==> src/rtl/core/grid_move_sequence_generator_defines.svh <==
// ----------------------------------------------------------------------------
// grid move sequence generator assertion macros
// shared concurrent assertion forms for the rtl/core modules
// ----------------------------------------------------------------------------
`ifndef GRID_MOVE_SEQUENCE_GENERATOR_DEFINES_SVH
`define GRID_MOVE_SEQUENCE_GENERATOR_DEFINES_SVH

// same-cycle implication, disabled during reset
`define GMSG_ASSERT_NOW(label, clk, rst, ante, cons, msg) \
  label: assert property (@(posedge clk) disable iff (rst) (ante) |-> (cons)) \
    else $error(msg);

// next-cycle implication, disabled during reset
`define GMSG_ASSERT_NEXT(label, clk, rst, ante, cons, msg) \
  label: assert property (@(posedge clk) disable iff (rst) (ante) |=> (cons)) \
    else $error(msg);

`endif

==> src/rtl/core/gmsg_pkg.sv <==
// ----------------------------------------------------------------------------
// gmsg_pkg
// types and constants of the grid move sequence generator
// ----------------------------------------------------------------------------
package gmsg_pkg;

  localparam int COORD_W = 4;
  localparam int TAG_W   = 16;
  localparam int STEP_W  = 5;
  localparam int MOVE_W  = 4;

  // longest plan: fifteen horizontal plus fifteen vertical moves
  localparam logic [STEP_W-1:0] MAX_STEP = 5'd29;

  typedef logic [COORD_W-1:0] coord_t;

  typedef enum logic [MOVE_W-1:0] {
    MV_NE   = 4'd0,
    MV_SE   = 4'd1,
    MV_NW   = 4'd2,
    MV_SW   = 4'd3,
    MV_E    = 4'd4,
    MV_W    = 4'd5,
    MV_N    = 4'd6,
    MV_S    = 4'd7,
    MV_UP   = 4'd8,
    MV_DOWN = 4'd9
  } move_t;

  typedef enum logic {
    S_IDLE,
    S_RUN
  } state_t;

  // current cell, goal and whose turn it is
  typedef struct packed {
    coord_t pos_x;
    coord_t pos_y;
    coord_t pos_z;
    coord_t tgt_x;
    coord_t tgt_y;
    coord_t tgt_z;
    logic   turn_xy;
  } step_req_t;

  // one planned move and the cell it leads to
  typedef struct packed {
    move_t  move;
    logic   sel_xy;
    coord_t next_x;
    coord_t next_y;
    coord_t next_z;
    logic   empty;
    logic   last;
  } step_res_t;

endpackage

==> src/rtl/core/gmsg_if.sv <==
// ----------------------------------------------------------------------------
// gmsg channel interfaces
// mission request channel and move result channel, valid/ready handshake
// ----------------------------------------------------------------------------
interface gmsg_req_if;
  import gmsg_pkg::*;

  logic               valid;
  logic               ready;
  logic [COORD_W-1:0] source_x;
  logic [COORD_W-1:0] source_y;
  logic [COORD_W-1:0] source_z;
  logic [COORD_W-1:0] goal_x;
  logic [COORD_W-1:0] goal_y;
  logic [COORD_W-1:0] goal_z;
  logic [TAG_W-1:0]   mission_tag;

  modport source (
    output valid, source_x, source_y, source_z, goal_x, goal_y, goal_z, mission_tag,
    input  ready
  );

  modport sink (
    input  valid, source_x, source_y, source_z, goal_x, goal_y, goal_z, mission_tag,
    output ready
  );
endinterface

interface gmsg_res_if;
  import gmsg_pkg::*;

  logic              valid;
  logic              ready;
  logic [MOVE_W-1:0] move;
  logic [STEP_W-1:0] step_index;
  logic [TAG_W-1:0]  mission_tag_res;
  logic              empty_plan;
  logic              last;

  modport source (
    output valid, move, step_index, mission_tag_res, empty_plan, last,
    input  ready
  );

  modport sink (
    input  valid, move, step_index, mission_tag_res, empty_plan, last,
    output ready
  );
endinterface

==> src/rtl/core/grid_move_sequence_generator.sv <==
// ----------------------------------------------------------------------------
// grid_move_sequence_generator
// plans unit grid moves from a source cell to a goal cell, one per transaction
// ----------------------------------------------------------------------------
// Each request transaction carries one mission (source and goal cell, tag).
// The block answers with one result transaction per unit move: horizontal
// moves go diagonally until x or y matches, then straight; vertical moves
// step up or down; the two lists are interleaved xy, z, xy, z and a list
// that runs out is skipped. A mission whose source equals its goal gives a
// single result flagged empty_plan. The final result of a mission has last
// set. Coordinates above GRID_SIZE - 1 are saturated before planning.
// The single step unit produces one move per cycle from the current cell
// while the result side does not stall; req.ready is high only while no
// mission is being planned, and a new mission can be taken while the last
// result still waits in the output register.
// ----------------------------------------------------------------------------
`include "grid_move_sequence_generator_defines.svh"

module grid_move_sequence_generator
  import gmsg_pkg::*;
#(
  parameter int GRID_SIZE = 16
) (
  input  logic       clk,
  input  logic       rst,
  gmsg_req_if.sink   req,
  gmsg_res_if.source res
);

  // largest legal coordinate, six bits so that grid sizes up to 64 fit
  localparam logic [5:0] MAX_COORD = 6'(GRID_SIZE - 1);

  function automatic coord_t clamp(input coord_t v);
    coord_t c;
    c = v;
    if ({2'b00, v} > MAX_COORD) c = MAX_COORD[COORD_W-1:0];
    return c;
  endfunction

  // sequencer state
  state_t            state;
  state_t            state_next;
  logic              accept;
  logic              advance;
  logic              out_free;

  // mission registers
  coord_t            pos_x, pos_y, pos_z;
  coord_t            tgt_x, tgt_y, tgt_z;
  logic [TAG_W-1:0]  held_tag;
  logic [STEP_W-1:0] step_idx;
  logic              turn_xy;

  // output register
  logic              out_valid;
  move_t             out_move;
  logic [STEP_W-1:0] out_step;
  logic [TAG_W-1:0]  out_tag;
  logic              out_empty;
  logic              out_last;

  step_req_t         su_req;
  step_res_t         su_res;

  // output register frees up when empty or when its transaction completes
  assign out_free = !out_valid || res.ready;
  assign accept   = req.valid && req.ready;

  // next state
  always_comb begin
    state_next = state;
    unique case (state)
      S_IDLE: if (req.valid) state_next = S_RUN;
      S_RUN:  if (out_free && su_res.last) state_next = S_IDLE;
      default: state_next = S_IDLE;
    endcase
  end

  // sequencer outputs
  always_comb begin
    req.ready = 1'b0;
    advance   = 1'b0;
    unique case (state)
      S_IDLE: req.ready = 1'b1;
      S_RUN:  advance   = out_free;
      default: begin
        req.ready = 1'b0;
        advance   = 1'b0;
      end
    endcase
  end

  always_ff @(posedge clk) begin
    if (rst) state <= S_IDLE;
    else     state <= state_next;
  end

  // shared step unit works on the current cell
  assign su_req = '{pos_x: pos_x, pos_y: pos_y, pos_z: pos_z,
                    tgt_x: tgt_x, tgt_y: tgt_y, tgt_z: tgt_z,
                    turn_xy: turn_xy};

  gmsg_step_unit u_step (
    .req (su_req),
    .res (su_res)
  );

  // mission registers: load on a new mission, walk one move per cycle while the output register is free
  always_ff @(posedge clk) begin
    if (accept) begin
      pos_x    <= clamp(req.source_x);
      pos_y    <= clamp(req.source_y);
      pos_z    <= clamp(req.source_z);
      tgt_x    <= clamp(req.goal_x);
      tgt_y    <= clamp(req.goal_y);
      tgt_z    <= clamp(req.goal_z);
      held_tag <= req.mission_tag;
      step_idx <= '0;
      turn_xy  <= 1'b1;
    end else if (advance) begin
      pos_x    <= su_res.next_x;
      pos_y    <= su_res.next_y;
      pos_z    <= su_res.next_z;
      step_idx <= step_idx + 1'b1;
      // the other list gets the next turn
      turn_xy  <= !su_res.sel_xy;
    end
  end

  // output register valid flag
  always_ff @(posedge clk) begin
    if (rst)          out_valid <= 1'b0;
    else if (advance) out_valid <= 1'b1;
    else if (res.ready) out_valid <= 1'b0;
  end

  // output payload
  always_ff @(posedge clk) begin
    if (advance) begin
      out_move  <= su_res.move;
      out_step  <= step_idx;
      out_tag   <= held_tag;
      out_empty <= su_res.empty;
      out_last  <= su_res.last;
    end
  end

  assign res.valid           = out_valid;
  assign res.move            = out_move;
  assign res.step_index      = out_step;
  assign res.mission_tag_res = out_tag;
  assign res.empty_plan      = out_empty;
  assign res.last            = out_last;

  // a pending result that is not the final one means planning is still on
  `GMSG_ASSERT_NOW(a_midplan_running, clk, rst, res.valid && !res.last, state == S_RUN,
    "non-final result pending while sequencer idle")

  // an empty plan is a single result
  `GMSG_ASSERT_NOW(a_empty_single, clk, rst, res.valid && res.empty_plan,
    res.last && (res.step_index == '0), "empty plan result is not a lone first move")

  // no plan runs past thirty moves
  `GMSG_ASSERT_NOW(a_step_bound, clk, rst, res.valid, res.step_index <= MAX_STEP,
    "step index beyond longest plan")

  // a new mission starts from the first move with the xy list
  `GMSG_ASSERT_NEXT(a_mission_start, clk, rst, accept,
    (state == S_RUN) && (step_idx == '0) && turn_xy, "mission did not start cleanly")

endmodule

==> src/rtl/core/gmsg_step_unit.sv <==
// ----------------------------------------------------------------------------
// gmsg_step_unit
// shared compare and step unit: picks the next move and the cell it reaches
// ----------------------------------------------------------------------------
module gmsg_step_unit
  import gmsg_pkg::*;
(
  input  step_req_t req,
  output step_res_t res
);

  logic  xy_done;
  logic  z_done;
  logic  sel_xy;
  logic  xp, xn, yp, yn, zp;
  move_t xy_move;
  move_t z_move;

  assign xy_done = (req.pos_x == req.tgt_x) && (req.pos_y == req.tgt_y);
  assign z_done  = (req.pos_z == req.tgt_z);

  // take the side whose turn it is, unless it has nothing left
  assign sel_xy = req.turn_xy ? !xy_done : z_done;

  assign xp = req.tgt_x > req.pos_x;
  assign xn = req.tgt_x < req.pos_x;
  assign yp = req.tgt_y > req.pos_y;
  assign yn = req.tgt_y < req.pos_y;
  assign zp = req.tgt_z > req.pos_z;

  always_comb begin
    if (xp && yp)      xy_move = MV_NE;
    else if (xp && yn) xy_move = MV_SE;
    else if (xn && yp) xy_move = MV_NW;
    else if (xn && yn) xy_move = MV_SW;
    else if (xp)       xy_move = MV_E;
    else if (xn)       xy_move = MV_W;
    else if (yp)       xy_move = MV_N;
    else               xy_move = MV_S;
  end

  assign z_move = zp ? MV_UP : MV_DOWN;

  always_comb begin
    res.sel_xy = sel_xy;
    res.empty  = xy_done && z_done;
    res.next_x = req.pos_x;
    res.next_y = req.pos_y;
    res.next_z = req.pos_z;
    if (res.empty) begin
      res.move = MV_NE;
    end else if (sel_xy) begin
      res.move = xy_move;
      if (xp) res.next_x = req.pos_x + 1'b1;
      if (xn) res.next_x = req.pos_x - 1'b1;
      if (yp) res.next_y = req.pos_y + 1'b1;
      if (yn) res.next_y = req.pos_y - 1'b1;
    end else begin
      res.move   = z_move;
      res.next_z = zp ? req.pos_z + 1'b1 : req.pos_z - 1'b1;
    end
    res.last = res.empty ||
               ((res.next_x == req.tgt_x) && (res.next_y == req.tgt_y) &&
                (res.next_z == req.tgt_z));
  end

endmodule

==> src/flat_wrapper.sv <==
// flat-port wrapper written by rule: the top's interface ports become plain ports
module grid_move_sequence_generator_flat import gmsg_pkg::*;
#(
  parameter int GRID_SIZE = 16
)
  (clk, rst, req_valid, req_source_x, req_source_y, req_source_z, req_goal_x, req_goal_y, req_goal_z, req_mission_tag, req_ready, res_valid, res_move, res_step_index, res_mission_tag_res, res_empty_plan, res_last, res_ready);
  gmsg_req_if req_i ();
  gmsg_res_if res_i ();
  input  logic clk;
  input  logic rst;
  input wire logic [$bits(req_i.valid)-1:0] req_valid;
  input wire logic [$bits(req_i.source_x)-1:0] req_source_x;
  input wire logic [$bits(req_i.source_y)-1:0] req_source_y;
  input wire logic [$bits(req_i.source_z)-1:0] req_source_z;
  input wire logic [$bits(req_i.goal_x)-1:0] req_goal_x;
  input wire logic [$bits(req_i.goal_y)-1:0] req_goal_y;
  input wire logic [$bits(req_i.goal_z)-1:0] req_goal_z;
  input wire logic [$bits(req_i.mission_tag)-1:0] req_mission_tag;
  output wire logic [$bits(req_i.ready)-1:0] req_ready;
  output wire logic [$bits(res_i.valid)-1:0] res_valid;
  output wire logic [$bits(res_i.move)-1:0] res_move;
  output wire logic [$bits(res_i.step_index)-1:0] res_step_index;
  output wire logic [$bits(res_i.mission_tag_res)-1:0] res_mission_tag_res;
  output wire logic [$bits(res_i.empty_plan)-1:0] res_empty_plan;
  output wire logic [$bits(res_i.last)-1:0] res_last;
  input wire logic [$bits(res_i.ready)-1:0] res_ready;
  assign req_i.valid = req_valid;
  assign req_i.source_x = req_source_x;
  assign req_i.source_y = req_source_y;
  assign req_i.source_z = req_source_z;
  assign req_i.goal_x = req_goal_x;
  assign req_i.goal_y = req_goal_y;
  assign req_i.goal_z = req_goal_z;
  assign req_i.mission_tag = req_mission_tag;
  assign req_ready = req_i.ready;
  assign res_valid = res_i.valid;
  assign res_move = res_i.move;
  assign res_step_index = res_i.step_index;
  assign res_mission_tag_res = res_i.mission_tag_res;
  assign res_empty_plan = res_i.empty_plan;
  assign res_last = res_i.last;
  assign res_i.ready = res_ready;
  grid_move_sequence_generator #(.GRID_SIZE(GRID_SIZE)) u_core (.clk(clk), .rst(rst), .req(req_i), .res(res_i));
endmodule
==> config.mk <==
export PLATFORM = sky130hd
export DESIGN_NAME = grid_move_sequence_generator_flat
export DESIGN_NICKNAME = d
export VERILOG_FILES = /design/src/rtl/core/gmsg_pkg.sv /design/src/rtl/core/gmsg_if.sv /design/src/rtl/core/grid_move_sequence_generator.sv /design/src/rtl/core/gmsg_step_unit.sv /design/src/flat_wrapper.sv
export VERILOG_INCLUDE_DIRS = /design/src /design/src/rtl/core
export SDC_FILE = /design/constraint.sdc
export NUM_CORES = 1
export LEC_CHECK = 0
export BUFFER_PORTS_ARGS = -buffer_cell sky130_fd_sc_hd__buf_2
export CAP_MARGIN = 20
export CELL_PAD_IN_SITES_DETAIL_PLACEMENT = 1
export CELL_PAD_IN_SITES_GLOBAL_PLACEMENT = 1
export CORE_UTILIZATION = 47
export CTS_CLUSTER_DIAMETER = 120
export CTS_CLUSTER_SIZE = 20
export DETAILED_ROUTE_END_ITERATION = 10
export PLACE_DENSITY = 0.95
export SLEW_MARGIN = 20
export SYNTH_ARGS = -nofsm -noshare
export SYNTH_HDL_FRONTEND = slang
export SYNTH_HIERARCHICAL = 1
export SYNTH_SLANG_ARGS = --single-unit
==> constraint.sdc <==
create_clock -name clk -period 9.53 [get_ports clk]
set_input_delay 1.4295 -clock clk [delete_from_list [all_inputs] [get_ports clk]]
set_output_delay 1.4295 -clock clk [all_outputs]
set_load 0.05 [all_outputs]
# Word-level counts from Yosys, hierarchy flattened
# Cells that the tools add are included.
# op_classes
addsub,7
order_cmp,5
eq_ne,6
muxes,31
bitwise,1
reduce_logical,17
# ops
operator,n
$mux W4,13
$eq A4 B4 Y1,6
$add A4 B1 Y4 const B,3
$gt A4 B4 Y1,3
$mux W12,1
$mux W3,4
$sub A4 B1 Y4 const B,3
$logic_and A1 B1 Y1,10
$mux W1,9
$lt A4 B4 Y1,2
$mux W8,1
$add A5 B1 Y5 const B,1
$mux W2,2
$reduce_bool A2 Y1,2
$logic_not A1 Y1,3
$logic_or A1 B1 Y1,2
$pmux W1 S2,1
$not A1 Y1,1
# word_totals
register_bits,75
output_inout_bits,29
wordCells,83

# Longest topological paths before layout
# Gate-level depths: netlist of the first run.
# depth
depth_word,13
depth_mapped,16
mapped_depth_nobuf,16

# Hierarchy
# Netlist of the first run, hierarchy kept.
# modules_own_cells
mod,n_inst,cells_each,area_each_um2,seq_area_each_um2
grid_move_sequence_generator,1,144,2544.9,2172.1
gmsg_step_unit,1,182,1282.5,0.0

# Worst setup path after synthesis of the first run
# No wires, ideal clock.
# synth_timing
path_type,register -> register
start,reg u_core.pos_z[1]
end,reg u_core.state
setup_ns,0.133
t_arrival_ns,2.870
t_required_ns,9.397
slack_ns,6.527
path_stages_with_launch,16
path_buffers,0
period_less_slack_ns,3.003
path_cell_list,edfxtp_1 > inv_1 > ha_1 > a21oi_1 > o21ai_1 > and2_1 > inv_1 > ha_1 > a21o_1 > a21oi_1 > xnor2_1 > mux2_1 > a221oi_1 > nand4_1 > o21bai_1 > a211oi_1
# synth_rtl
item,line_no,source
from (decl),grid_move_sequence_generator.sv:48,"coord_t pos_x, pos_y, pos_z;"
from (signal assigned),grid_move_sequence_generator.sv:113,pos_z <= clamp(req.source_z);
from (signal assigned),grid_move_sequence_generator.sv:123,pos_z <= su_res.next_z;
to (signal assigned),grid_move_sequence_generator.sv:95,else state <= state_next;
to (decl),grid_move_sequence_generator.sv:41,state_t state;

==> flow_summary_export.csv, run 1 <==
group,metric,value,unit
timing,fin_tns_setup,0,ps
timing,finalSetupViolations,0,
timing,finalClockSkew,9.05,ps
clock_tree,cts_setup_buffers,0,
worst_setup_path,worstSetupPathType,"reg -> reg",
placed_design,post-dp-hpwl,7.39,mm
routing,vias,2957,
yosys,synth_commonest_cells,"edfxtp_1, nand2_1, inv_1",
routing,vias_per_cell,5.83,
yosys,yosys.area.top_type_share,0.526,
floorplan,initial_utilization,0.490,
routing,ant_nets,0,
clock_tree,clkTransAtPathRegs,80,ps
placed_design,place_ws,5800,ps
global_routing,grt.total_usage,0.274,
routing,firstDrtPassIters,5,
worst_setup_path,critPathRequiredTime,9760,ps
routing,drt_iter0_markers,238,
global_routing,overflow,0,
power_and_ir_drop,leakage,1.83,nW
worst_setup_path,path_max_fanout,4,
yosys,synth_compound_area_frac,0.104,
final_layout,antenna_cells,0,
clock_tree,worstSkewPairLatency,360,ps
power_and_ir_drop,p_per_area,249,nW/um^2
floorplan,rows,32,
yosys,synthArstFlopShare,0,
global_routing,grt_pass1_vias,3142,
final_layout,area_delta_synth_final,16.4,%
flow_run,maxCapViolCount,0,
global_routing,antenna_found_initial,0,
floorplan,io_pins,73,
global_routing,grt_pass1_wl,17.0,mm
worst_setup_path,timing.rr.start,"u_core/pos_z[1]",
yosys,synth_enable_flop_cells,67,
yosys,synth_largest_area_cell,"edfxtp_1",
clock_tree,clockBufferDepth,2,
clock_tree,numCtsBuffers,9,
clock_tree,clkSinkCount,75,
yosys,synth.most_common_cell,"edfxtp_1",
routing,drc_errors,0,
timing,slew_viol_final,0,
yosys,synth_cell_type_count,58,
yosys,synth_xor_area_frac,0.0549,
floorplan,die_area,8510,sq um
clock_tree,cts_resized,0,
global_routing,grt_start_max_net_pins,43,
timing,hold_violations,0,
final_layout,drive_above_1_share,0.262,
status,status,"finished clean",
yosys,synth_cells,326,
clock_tree,cts_tree,"built",
yosys,synthMuxAreaShare,0.0177,
timing,tightestPinTransition,795,ps
clock_tree,hold_buffers,0,
yosys,synth_seq_cells,75,
worst_setup_path,start_kind,"register",
yosys,seq_area_frac_synth,0.568,
worst_setup_path,cp_data_arrival_time,4180,ps
final_layout,nNetsFinal,464,
floorplan,die_h,92.2,um
min_path,worstHoldPathType,"reg -> reg",
timing,min_period_over_period,0.415,
timing,rsz0062_at_grt,"no",
timing,maxSlewHeadroom,0.468,
floorplan,core_area,7810,sq um
placed_design,routabilityCongestion,0.880,
floorplan,die_w,92.2,um
routing,wl_per_cell,21.8,um
yosys,yosys.area_share.simple,0.147,
placed_design,io_buffers,72,
worst_setup_path,cp-end-kind,"register",
clock_tree,clockRootBuffer,"clkbuf_8",
routing,routed_wl,11.1,mm
yosys,yosysWarnings,6,
yosys,synth_fa_ha_area_frac,0.0673,
worst_setup_path,crit_start,"u_core/pos_z[1]",
timing,min_period,3950,ps
yosys,synth_top_family_by_area,"simple AND/OR/NAND/NOR gates",
yosys,netlist_area,3830,sq um
power_and_ir_drop,vdd_ir_drop_max,0.0977,mV
yosys,synthTopCellsByArea,"edfxtp_1, ha_1, nand2_1",
yosys,synthFlopType,"edfxtp_1",
min_path,worstHoldStart,"u_core/held_tag[8]",
clock_tree,cts_max_level,3,
power_and_ir_drop,p_total,1.11,mW
yosys,syn-num-nets,390,
yosys,avgSynthCellArea,11.7,sq um
timing,fmax,253,MHz
timing,setup_slack,5580,ps
==> cells by family (layout without fill, tap and decap cells) <==
logic type,Yosys count,in the layout
adder cells (fa/ha/maj),20,20
flip-flops,75,75
AO/OA/AOI/OAI,57,57
XOR/XNOR,24,24
buffers and inverters,32,111
multiplexers,6,6
AND/OR/NAND/NOR,112,112
==> layout make-up <==
| class | instances | area, sq um |
|---|---|---|
| inverter | 22 | 90.1 |
| fill | 876 | 3350 |
| clock buffer | 9 | 124 |
| tap | 102 | 128 |
| clock inverter | 7 | 75.1 |
| multi-input combinational | 219 | 1500 |
| timing repair buffer | 73 | 368 |
| sequential | 75 | 2170 |
==> per-layer routing <==
metal / routed length [um] / GRT usage / vias to the layer above
li1: - / - / 1332
met1: 4350 / 0.314 / 1435
met2: 5530 / 0.455 / 142
met3: 515 / 0.0473 / 48
met4: 663 / 0.210 / 0
met5: 0 / 0 / -
==> state kept, by name, summed over array words and instances (netlist names) <==
name / count
u_core/res.empty_plan: 1
u_core/res.last: 1
u_core/turn_xy: 1
u_core/tgt_y: 4
u_core/res.step_index: 5
u_core/tgt_x: 4
u_core/pos_y: 4
u_core/step_idx: 5
u_core/res.move: 4
u_core/tgt_z: 4
u_core/res.mission_tag_res: 16
u_core/res.valid: 1
u_core/pos_z: 4
u_core/pos_x: 4
u_core/held_tag: 16
u_core/state: 1
==> power by group <==
group	internal [mW]	switching, mW
logic	0.148	0.269
clock network	0.122	0.130
registers	0.404	0.0340
==> critical path: stages (launching register included) <==
cell and delay, ps:
edfxtp_1 430, inv_1 130, ha_1 380, a21oi_1 110, o21ai_1 290, and2_1 280
inv_1 100, ha_1 280, a21o_1 170, a21oi_1 180, xnor2_1 220, mux2_1 380
a221oi_1 280, nand4_1 170, o21bai_1 280, a211oi_1 130
==> cells in the final DEF (no fill, tap or decap), drive strengths merged, types with 8 or more instances in the layout <==
master,instances
ha,19
o21ai,17
a21oi,18
dfxtp,8
nand2,51
edfxtp,67
nor2,17
clkbuf,9
buf,73
nand3,10
nand4,10
xnor2,19
inv,24
==> through the flow <==
step / instance area (sq um) / utilization / hold WS (ps) / cells
after floorplan: 3830 / - / 400 / 326
after CTS: 4450 / 0.571 / 426 / 507
after detailed placement: 4260 / 0.545 / 406 / 491
final: 4450 / 0.571 / 426 / 507
after global placement: 4260 / 0.545 / 401 / 491
after global routing: 4450 / 0.571 / 444 / 507
==> final timing paths <==
check | end | slack, ps | cells past startpoint
min reg2reg | u_core/res.mission_tag_res[8] | 430 | 0
max | u_core/state | 5580 | 15
max reg2reg | u_core/state | 5580 | 15
min | u_core/res.mission_tag_res[8] | 430 | 0
Note: power is estimated with default switching activity, not from simulation.
==> run 2, diff against run 1 <==
Settings changed: ABC_AREA from default to 1, CORE_UTILIZATION 47 to 42, PLACE_DENSITY 0.95 to 0.89.
Clock period 9.53 ns to 3.7 ns, I/O delays scaled along.
==> flow_summary_export.csv, run 2 <==
group,metric,value,unit
final_layout,multi_input_area,1320,sq um
clock_tree,cts_max_level,3,
final_layout,fillers,1027,
clock_tree,cts_resized,0,
yosys,synthMuxAreaShare,0,
timing,hold_violations,0,
routing,routed_wl,8.71,mm
routing,dr_wl_met2,4.50,mm
global_routing,grt_start_max_net_pins,41,
placed_design,post-dp-hpwl,6.50,mm
final_layout,final_cell_area,4420,sq um
routing,vias_per_cell,4.98,
placed_design,place_ws,655,ps
yosys,synth_largest_area_cell,"edfxtp_1",
floorplan,die_area,9280,sq um
clock_tree,clkTransAtPathRegs,90,ps
timing,min_period_over_period,0.815,
yosys,yosysWarnings,6,
yosys,yosys.area.top_type_share,0.539,
min_path,holdPathStages,2,
timing,maxSlewHeadroom,0.476,
yosys,synth_seq_cells,75,
flow_run,maxCapViolCount,0,
timing,tightestPinTransition,783,ps
clock_tree,cts_tree,"built",
status,status,"finished clean",
placed_design,io_buffers,72,
worst_setup_path,critPathRequiredTime,3950,ps
placed_design,dp_cells,561,
worst_setup_path,cp_data_arrival_time,3260,ps
timing,fin_tns_setup,0,ps
routing,drc_errors,0,
timing,finalSetupViolations,0,
floorplan,io_pins,73,
routing,ant_nets,0,
yosys,synth_enable_flop_cells,67,
worst_setup_path,cp-end-kind,"register",
clock_tree,numCtsBuffers,9,
yosys,synth_cells,384,
worst_setup_path,worstReg2RegEnd,"u_core/state",
clock_tree,clockBufferDepth,2,
worst_setup_path,start_kind,"register",
timing,rsz0062_at_grt,"no",
power_and_ir_drop,leakage,2.11,nW
global_routing,grt_pass1_vias,3064,
min_path,worstHoldStart,"rst",
yosys,synth_cell_type_count,32,
worst_setup_path,path_max_fanout,8,
worst_setup_path,crit_start,"u_core/pos_z[1]",
floorplan,initial_utilization,0.431,
timing,finalClockSkew,12.4,ps
global_routing,grt_pass1_wl,13.9,mm
routing,drt_iter0_markers,82,
timing,min_period,3020,ps
clock_tree,worstSkewPairLatency,340,ps
yosys,netlist_area,3740,sq um
placed_design,post_dp_cell_area,4220,sq um
global_routing,grt.total_usage,0.202,
yosys,synth_compound_area_frac,0.0368,
yosys,synthTopCellsByArea,"edfxtp_1, nand2_1, ha_1",
final_layout,antenna_cells,0,
final_layout,finalNonFillerCells,578,
timing,fmax,332,MHz
clock_tree,clkSinkCount,75,
yosys,yosys.area_share.simple,0.242,
yosys,synth_top_family_by_area,"simple AND/OR/NAND/NOR gates",
final_layout,area_delta_synth_final,18.4,%
power_and_ir_drop,p_per_area,566,nW/um^2
floorplan,core_area,8680,sq um
worst_setup_path,reg2reg_depth,21,
yosys,synth.most_common_cell,"nand2_1",
routing,top_layer_used,"met4",
worst_setup_path,timing.rr.start,"u_core/pos_z[1]",
yosys,syn-num-nets,448,
routing,vias,2881,
routing,firstDrtPassIters,4,
timing,slew_viol_final,0,
power_and_ir_drop,vdd_ir_drop_max,0.269,mV
final_layout,drive_above_1_share,0.238,
clock_tree,cts_setup_buffers,0,
clock_tree,clockRootBuffer,"clkbuf_8",
yosys,synth_fa_ha_area_frac,0.0690,
yosys,synthArstFlopShare,0,
floorplan,die_h,96.3,um
routing,met3WireLength,604,um
yosys,synth_commonest_cells,"nand2_1, edfxtp_1, inv_1",
placed_design,routabilityCongestion,0.835,
final_layout,regArea,2170,sq um
global_routing,overflow,0,
final_layout,final_cell_mix,"nand2_1, buf_2, edfxtp_1",
floorplan,die_w,96.3,um
timing,setup_slack,684,ps
worst_setup_path,reg2reg_slack,680,ps
final_layout,nNetsFinal,529,
floorplan,rows,34,
final_layout,final_common_cell,"nand2_1",
yosys,seq_area_frac_synth,0.581,
min_path,min_to,"u_core/res.valid",
min_path,worstHoldPathType,"in -> reg",
clock_tree,hold_buffers,0,
routing,wl_per_cell,15.1,um
yosys,avgSynthCellArea,9.73,sq um
yosys,synth_xor_area_frac,0.00234,
global_routing,antenna_found_initial,0,
routing,wl_met1,3.44,mm
power_and_ir_drop,p_total,2.50,mW
yosys,synthFlopType,"edfxtp_1",
worst_setup_path,worstSetupPathType,"reg -> reg",
[run 2: cell types whose count changed in the layout (fill, tap and decap cells not counted), sizes merged, moves of 6 or more]
cell   before  now
a21oi      18   12
inv        24   61
nand2      51  141
nand3      10   36
nand4      10    2
o21ai      17    8
xnor2      19    0
[run 2: area by class of cell]
class	instances	area share
clock buffer	9	0.0280
clock inverter	7	0.0130
inverter	59	0.0509
multi-input combinational	246	0.297
sequential	75	0.491
tap	108	0.0305
timing repair buffer	74	0.0894
[run 2: layer usage]
| layer | vias up | GRT usage |
|---|---|---|
| li1 | 1413 | - |
| met1 | 1376 | 0.219 |
| met2 | 75 | 0.368 |
| met3 | 17 | 0.0632 |
| met4 | 0 | 0.0723 |
| met5 | - | 0 |
[run 2: worst max-delay path, stage by stage, from the launching register on]
cell and delay, ps:
edfxtp_1 390, inv_1 100, ha_1 310, nand2_1 90, nor2_4 130, inv_2 100, nand2_1 160, inv_1 90
fa_1 390, xor2_1 170, nand3b_1 160, nand2_1 80, nand2_1 60, nand2_1 50, nor2_1 100, nand3_1 80
nor2_1 120, nand3_1 100, nand2_1 90, nand2_1 60, nand2_1 60, inv_1 30
[run 2: logic make-up (layout without fill, tap and decap cells)]
logic type               count (synthesis)  in the layout
AO/OA/AOI/OAI                           22             22
XOR/XNOR                                 1              1
adder cells (fa/ha/maj)                 20             20
buffers and inverters                   63            149
flip-flops                              75             75
AND/OR/NAND/NOR                        203            203
[run 2: report_power, final]
part	internal, mW	total, mW	switching [mW]
Sequential	1.04	1.10	0.0590
Clock	0.254	0.591	0.337
Combinational	0.260	0.816	0.556
Total	1.55	2.50	0.952
[run 2: metrics by stage]
stage                util  hold WS (ps)
CTS                 0.507           354
detailed placement  0.486           406
global route        0.510           351
floorplan               -           400
finish              0.510           372
global placement    0.486           401
[run 2: how the worst max path moves through the flow]
stage	cells past startpoint	endpoint
6_report	21	u_core/state
5_1_grt	23	u_core/state
4_1_cts	21	u_core/state
3_5_place_dp	20	u_core/state
3_3_place_gp	20	u_core/state
2_1_floorplan	19	u_core/state
